### src/urbe_pkg.sv
// ----------------------------------------------------------------------------
// urbe_pkg
// Shared types and codes for the uart ring buffer engine: item payloads,
// operation codes and the command/status bundles between control and datapath.
// ----------------------------------------------------------------------------
`default_nettype none

package urbe_pkg;

  // operation codes carried in the func field
  localparam logic [1:0] FUNC_EVENT = 2'd0;
  localparam logic [1:0] FUNC_WRITE = 2'd1;
  localparam logic [1:0] FUNC_READ  = 2'd2;

  // one input item
  typedef struct packed {
    logic [1:0] func;
    logic [7:0] byte_in;
    logic       overrun_flag;
    logic       data_ready;
    logic       tx_empty;
  } in_item_t;

  // one result item
  typedef struct packed {
    logic        tx_valid;
    logic [7:0]  tx_byte;
    logic        rbr_taken;
    logic        read_valid;
    logic [7:0]  read_byte;
    logic        write_accepted;
    logic        rx_irq_enable;
    logic        tx_irq_enable;
    logic        rx_wake;
    logic        tx_wake;
    logic [31:0] overrun_total;
  } out_item_t;

  // controller to datapath
  typedef struct packed {
    logic capture;  // latch the input beat and read both ring memories
    logic commit;   // apply the item and load the result register
  } urbe_cmd_t;

  // datapath to controller
  typedef struct packed {
    logic out_free; // result register can take a new beat this cycle
  } urbe_sts_t;

endpackage

`default_nettype wire

### src/uart_ring_buffer_engine.sv
// ----------------------------------------------------------------------------
// uart_ring_buffer_engine
// Receive and transmit byte rings between a 16550-style line and software.
// ----------------------------------------------------------------------------
// Each input beat is a line status event, a software write or a software read
// and yields exactly one result beat. The capture step takes the beat and
// reads both ring memories at their head slots (the memories have a
// registered read port); the commit step then moves the pointers, writes the
// ring and loads the result register. A new beat is taken in the cycle after
// the commit, even while the previous result still waits downstream; the
// commit itself waits only while the result register holds an untaken beat.
// Ring depth is set by RING_DEPTH; ring contents come up undefined after reset
// and need no clearing since a pop only reads slots filled by an earlier push.
// ----------------------------------------------------------------------------
`default_nettype none

module uart_ring_buffer_engine #(
  parameter int RING_DEPTH = 64
) (
  input  wire logic               clk,
  input  wire logic               rst,
  input  wire logic               in_valid,
  output logic                    in_stall,
  input  wire urbe_pkg::in_item_t in_data,
  output logic                    out_valid,
  input  wire logic               out_stall,
  output urbe_pkg::out_item_t     out_data
);
  import urbe_pkg::*;

  urbe_cmd_t cmd;
  urbe_sts_t sts;

  // sequencer
  urbe_ctrl u_ctrl (
    .clk      (clk),
    .rst      (rst),
    .in_valid (in_valid),
    .in_stall (in_stall),
    .sts      (sts),
    .cmd      (cmd)
  );

  // rings and result register
  urbe_datapath #(
    .RING_DEPTH (RING_DEPTH)
  ) u_datapath (
    .clk       (clk),
    .rst       (rst),
    .in_data   (in_data),
    .cmd       (cmd),
    .sts       (sts),
    .out_valid (out_valid),
    .out_stall (out_stall),
    .out_data  (out_data)
  );

endmodule

`default_nettype wire

### src/urbe_ctrl.sv
// ----------------------------------------------------------------------------
// urbe_ctrl
// Item sequencer: takes one input beat, then waits for the result register
// to be free and commits the item.
// ----------------------------------------------------------------------------
`default_nettype none

module urbe_ctrl (
  input  wire logic               clk,
  input  wire logic               rst,
  input  wire logic               in_valid,
  output logic                    in_stall,
  input  wire urbe_pkg::urbe_sts_t sts,
  output urbe_pkg::urbe_cmd_t     cmd
);
  import urbe_pkg::*;

  typedef enum logic [0:0] {
    ST_IDLE,
    ST_EXEC
  } state_t;

  state_t state;

  // command decode
  always_comb begin
    cmd.capture = (state == ST_IDLE) && in_valid;
    cmd.commit  = (state == ST_EXEC) && sts.out_free;
  end

  // state and stall register
  always_ff @(posedge clk) begin
    if (rst) begin
      state    <= ST_IDLE;
      in_stall <= 1'b0;
    end else begin
      case (state)
        ST_IDLE: begin
          if (in_valid) begin
            state    <= ST_EXEC;
            in_stall <= 1'b1;
          end
        end
        ST_EXEC: begin
          if (sts.out_free) begin
            state    <= ST_IDLE;
            in_stall <= 1'b0;
          end
        end
        default: begin
          state    <= ST_IDLE;
          in_stall <= 1'b0;
        end
      endcase
    end
  end

endmodule

`default_nettype wire

### src/urbe_datapath.sv
// ----------------------------------------------------------------------------
// urbe_datapath
// Receive and transmit rings with their pointers, interrupt enables,
// overrun counter and the result register.
// ----------------------------------------------------------------------------
`default_nettype none

module urbe_datapath #(
  parameter int RING_DEPTH = 64
) (
  input  wire logic                clk,
  input  wire logic                rst,
  input  wire urbe_pkg::in_item_t  in_data,
  input  wire urbe_pkg::urbe_cmd_t cmd,
  output urbe_pkg::urbe_sts_t      sts,
  output logic                     out_valid,
  input  wire logic                out_stall,
  output urbe_pkg::out_item_t      out_data
);
  import urbe_pkg::*;

  localparam int AW = (RING_DEPTH > 1) ? $clog2(RING_DEPTH) : 1;
  localparam int PW = AW + 1;
  localparam logic [PW:0]   SPAN  = (PW + 1)'(2 * RING_DEPTH);
  localparam logic [PW:0]   DEPTH = (PW + 1)'(RING_DEPTH);
  localparam logic [PW-1:0] LAST  = PW'(2 * RING_DEPTH - 1);
  localparam logic [PW-1:0] DEPTH_P = PW'(RING_DEPTH);

  // pointer helpers: pointers run modulo twice the depth
  function automatic logic [PW-1:0] advance(input logic [PW-1:0] ptr);
    advance = (ptr == LAST) ? '0 : ptr + PW'(1);
  endfunction

  function automatic logic [AW-1:0] slot_of(input logic [PW-1:0] ptr);
    logic [PW-1:0] s;
    s = (ptr >= DEPTH_P) ? ptr - DEPTH_P : ptr;
    slot_of = s[AW-1:0];
  endfunction

  function automatic logic [PW:0] occupancy(input logic [PW-1:0] head,
                                            input logic [PW-1:0] tail);
    logic [PW:0] wrap;
    wrap = (tail < head) ? SPAN : '0;
    occupancy = {1'b0, tail} + wrap - {1'b0, head};
  endfunction

  logic [7:0] rx_mem [RING_DEPTH];
  logic [7:0] tx_mem [RING_DEPTH];
  logic [7:0] rx_rd_data;
  logic [7:0] tx_rd_data;

  in_item_t    item;
  logic [PW-1:0] rx_head, rx_tail, tx_head, tx_tail;
  logic [PW-1:0] rx_head_next, rx_tail_next, tx_head_next, tx_tail_next;
  logic          rx_ie, tx_ie, rx_ie_next, tx_ie_next;
  logic [31:0]   overrun_count, overrun_count_next;
  logic          rx_we, tx_we;
  logic          rx_full, rx_ring_empty, tx_full, tx_ring_empty;
  out_item_t     res;

  // ring status
  always_comb begin
    rx_full       = occupancy(rx_head, rx_tail) >= DEPTH;
    tx_full       = occupancy(tx_head, tx_tail) >= DEPTH;
    rx_ring_empty = (rx_head == rx_tail);
    tx_ring_empty = (tx_head == tx_tail);
  end

  // item execution
  always_comb begin
    rx_head_next       = rx_head;
    rx_tail_next       = rx_tail;
    tx_head_next       = tx_head;
    tx_tail_next       = tx_tail;
    rx_ie_next         = rx_ie;
    tx_ie_next         = tx_ie;
    overrun_count_next = overrun_count;
    rx_we              = 1'b0;
    tx_we              = 1'b0;
    res                = '0;
    case (item.func)
      FUNC_EVENT: begin
        if (item.overrun_flag) begin
          overrun_count_next = overrun_count + 32'd1;
        end
        if (item.data_ready) begin
          if (!rx_full) begin
            rx_we         = 1'b1;
            rx_tail_next  = advance(rx_tail);
            res.rbr_taken = 1'b1;
            res.rx_wake   = rx_ring_empty;
          end else begin
            rx_ie_next = 1'b0;
          end
        end
        if (item.tx_empty) begin
          if (!tx_ring_empty) begin
            tx_head_next = advance(tx_head);
            res.tx_valid = 1'b1;
            res.tx_byte  = tx_rd_data;
            res.tx_wake  = tx_full;
          end else begin
            tx_ie_next = 1'b0;
          end
        end
      end
      FUNC_WRITE: begin
        if (!tx_full) begin
          tx_we              = 1'b1;
          tx_tail_next       = advance(tx_tail);
          res.write_accepted = 1'b1;
          tx_ie_next         = 1'b1;
        end
      end
      FUNC_READ: begin
        if (!rx_ring_empty) begin
          rx_head_next   = advance(rx_head);
          res.read_valid = 1'b1;
          res.read_byte  = rx_rd_data;
          rx_ie_next     = 1'b1;
        end
      end
      default: begin
      end
    endcase
    res.rx_irq_enable = rx_ie_next;
    res.tx_irq_enable = tx_ie_next;
    res.overrun_total = overrun_count_next;
  end

  // ring memories, read at the heads when a beat is taken
  always_ff @(posedge clk) begin
    if (cmd.capture) begin
      rx_rd_data <= rx_mem[slot_of(rx_head)];
      tx_rd_data <= tx_mem[slot_of(tx_head)];
    end
    if (cmd.commit && rx_we) begin
      rx_mem[slot_of(rx_tail)] <= item.byte_in;
    end
    if (cmd.commit && tx_we) begin
      tx_mem[slot_of(tx_tail)] <= item.byte_in;
    end
  end

  // input and result payload
  always_ff @(posedge clk) begin
    if (cmd.capture) begin
      item <= in_data;
    end
    if (cmd.commit) begin
      out_data <= res;
    end
  end

  // pointers, enables, counter, result valid
  always_ff @(posedge clk) begin
    if (rst) begin
      rx_head       <= '0;
      rx_tail       <= '0;
      tx_head       <= '0;
      tx_tail       <= '0;
      rx_ie         <= 1'b1;
      tx_ie         <= 1'b0;
      overrun_count <= '0;
      out_valid     <= 1'b0;
    end else begin
      if (cmd.commit) begin
        rx_head       <= rx_head_next;
        rx_tail       <= rx_tail_next;
        tx_head       <= tx_head_next;
        tx_tail       <= tx_tail_next;
        rx_ie         <= rx_ie_next;
        tx_ie         <= tx_ie_next;
        overrun_count <= overrun_count_next;
        out_valid     <= 1'b1;
      end else if (!out_stall) begin
        out_valid <= 1'b0;
      end
    end
  end

  assign sts.out_free = !out_valid || !out_stall;

endmodule

`default_nettype wire

### config.mk
export PLATFORM = sky130hd
export DESIGN_NAME = uart_ring_buffer_engine
export DESIGN_NICKNAME = d
export VERILOG_FILES = /design/src/urbe_pkg.sv /design/src/uart_ring_buffer_engine.sv /design/src/urbe_ctrl.sv /design/src/urbe_datapath.sv
export SDC_FILE = /design/constraint.sdc
export NUM_CORES = 1
export LEC_CHECK = 0
export BUFFER_PORTS_ARGS = -buffer_cell sky130_fd_sc_hd__buf_2
export CORE_ASPECT_RATIO = 2
export CORE_UTILIZATION = 45
export CTS_CLUSTER_SIZE = 8
export DETAILED_ROUTE_END_ITERATION = 16
export GPL_TIMING_DRIVEN = 0
export PLACE_DENSITY_LB_ADDON = 0.1
export SYNTH_ARGS = -nofsm -noshare
export SYNTH_HDL_FRONTEND = slang
export SYNTH_SLANG_ARGS = --single-unit
### constraint.sdc
create_clock -name clk -period 3.7 [get_ports clk]
set_clock_uncertainty 0.05 [all_clocks]
set_input_delay 0.37 -clock clk [delete_from_list [all_inputs] [get_ports clk]]
set_output_delay 0.37 -clock clk [all_outputs]
set_load 0.05 [all_outputs]
==> flow_summary.ini <==
[synth]
synth-edff-count = 1109
yosysTopAreaCell = edfxtp_1
synth_top_family_by_area = multiplexers
synth.avg_cell_area_um2 = 19.19
ys_seq_area_frac = 0.7513
ys_warn_count = 0
yosysMostFrequentCell = edfxtp_1
yosys_most_used_dff = edfxtp_1
synth_xor_xnor_area_share = 0.01426
synth-async-reset-ratio = 0
synthCells = 2400
synth-adder-area-share = 0.006302
synth_cell_types = 65
ys_top_cells_by_area = edfxtp_1 72%, mux4_2 13%, dfxtp_1 2.8%
syn_area_um2 = 46060
muxShareOfSynthArea = 0.1263
synth_top_area_share = 0.7230
syn-num-nets = 2439
synth_compound_area_frac = 0.03545
synthTopCellsByCount = 1109 x edfxtp_1, 256 x mux4_2, 175 x nor2_1
yosys.area_share.simple = 0.05075
ys_seq_elements = 1174

[clocking]
clock-sinks = 1174
clk_path_buf_depth = 3
worstSkewPairLatency_ps = 760
tritoncts = done
cts_made_buffers = 164
path_clk_slew_ps = 50
htreeDepth = 4
cts_root_buf = clkbuf_16

[worst_setup_path]
cp_max_fo = 10
start_kind = flip-flop
crit_type = reg -> reg
critPathRequiredTime_ps = 4130
arrival_ps = 4020
cp-end-kind = flip-flop

[floorplan]
die_x_um = 228.2
die_h_um = 454.4
fp-row-count = 165
ios = 75
core_um2 = 101200
die-area_um2 = 103700
start_util = 0.4553

[timing]
fin_crit_ps = 3593
relSlewSlack = 0.1148
rsz0062_at_grt = no
whs_ps = 283.6
finalSetupViolCount = 0
finalCritPeriodShare = 0.9710
max_freq_ghz = 0.2783
fin_ws_ps = 107.3
timing.final.hold_violations = 0
report.final.slew_viol_count = 0
worstMarginPinSlew_ps = 1328

[routing]
via_count = 24090
ant_nets = 0
drc_errors = 0
drtPass1Iterations = 5
finalWirelength_mm = 125.8
avgRoutedWirePerCell_um = 30.24
drt-vias-per-instance = 5.791
drt_iter0_markers = 1693

[cells_and_area]
nets = 2816
stdcell_count = 4160
diodes = 0
layout-drive-gt1-share = 0.2925
area_growth_pct = 22.14

[placed_design]
io_buffer_count = 74
dp.cells = 3858
dpl.hpwl_mm = 90.54
place_worst_setup_slack_ps = -2484
gp_congestion = 0.8856

[grt]
grt.total_usage = 0.2493
grt_pass1_vias = 26320
grt_pass1_wl_mm = 182.3
grt_overflow_total = 0
antenna_found_initial = 0
grt_max_degree = 39

[flow_run]
drv_cap = 0

[power_and_ir_drop]
p_total_uw = 28910
ir_drop_mv = 0.4641
power.density_nw_per_um2 = 513.9
power_leakage_uw = 0.01768

[run_status]
status = completed

[min_path]
hold_class = in -> reg
## sequential cells by signal, summed over array words and instances (netlist names), 7 cells and up
register / count
u_datapath.rx_mem: 512
u_datapath.tx_rd_data: 8
u_datapath.rx_rd_data: 8
u_datapath.rx_head: 7
u_datapath.out_data: 56
u_datapath.tx_tail: 7
u_datapath.overrun_count: 32
u_datapath.item: 13
u_datapath.rx_tail: 7
u_datapath.tx_head: 7
u_datapath.tx_mem: 512
## worst max-delay path, stage by stage (launching register included)
cell      delay [ps]
dfxtp_1          410
clkbuf_1         390
buf_2            480
mux4_2           570
a22oi_1          660
a21oi_1          160
or4_1            590
## layer usage
metal	GRT usage	share of wire	vias up
met5	0	0	-
met4	0.1775	0.077	0
met3	0.03820	0.037	294
met2	0.4797	0.57	774
met1	0.2387	0.32	12540
li1	-	-	10480
## cell families (layout without fill, tap and decap cells)
| logic type | Yosys count | after routing |
|---|---|---|
| DFF | 1174 | 1174 |
| and+or+nand+nor | 470 | 470 |
| muxes | 261 | 261 |
| AOI/OAI and AO/OA | 244 | 244 |
| buffers and inverters | 154 | 578 |
| xor gates and xnor gates | 75 | 75 |
| adders and majority gates | 22 | 22 |
## layout by cell type (no fill, tap or decap), drive strengths merged, types with 12 or more instances in the layout
cell and instances:
edfxtp 1109, dlygate4sd3 16, dfxtp 65, or4 22, and2 21, a21oi 83
xor2 24, ha 20, and3 16, nand3 32, nand4 13, o21ai 12
or3 13, buf 245, clkbuf 284, mux4 256, nor2 176, inv 30
nand2 82, xnor2 51, nor3 54, a22oi 128
## where the power goes
| part | internal [uW] | total, uW | switching, uW |
|---|---|---|---|
| logic | 245 | 809 | 564 |
| clock network | 8080 | 13400 | 5330 |
| registers | 14600 | 14700 | 53.1 |
| total | 23000 | 28900 | 5940 |
## through the flow
stage | TNS [ps] | util | area [um2]
after global routing | 0 | 0.5561 | 56260
after CTS | -13730 | 0.5532 | 55970
after floorplan | -48930 | - | 46100
after detailed placement | -1100810 | 0.4885 | 49420
after global placement | -1914230 | 0.4759 | 48140
final | 0 | 0.5561 | 56260
## what timing repair did
item                                    in CTS  in global routing
pin swaps                                   51                 10
endpoints found under the setup margin    1007                650
resized for setup                          211                 27
hold buffers                                16                  0
buffers inserted                            68                  8
endpoints found under the hold margin       22                  0
## worst paths after layout
| path | slack (ps) | endpoint | depth (start not counted) | startpoint |
|---|---|---|---|---|
| setup / recovery | 110 | u_datapath.tx_rd_data[4]$_DFFE_PP_ | 6 | u_datapath.tx_head[0]$_SDFFE_PP0P_ |
| hold / removal | 280 | u_datapath.item[9]$_DFFE_PP_ | 2 | in_data[9] |
| setup reg to reg | 110 | u_datapath.tx_rd_data[4]$_DFFE_PP_ | 6 | u_datapath.tx_head[0]$_SDFFE_PP0P_ |
| hold reg to reg | 420 | u_datapath.tx_ie$_SDFFE_PP0P_ | 2 | u_datapath.tx_ie$_SDFFE_PP0P_ |
## area by class of cell
type                    instances  area [um2]
inverters                      22       82.58
clock inverters                11       121.4
multi-input cells            1072       11730
repair buffers                216        3013
flip-flops and latches       1174       34600
fillers                      7747       44900
clock buffers                 202        4332
well taps                    1336        1672
plain buffers                 127       701.9
(Power assumes the default switching activity.)
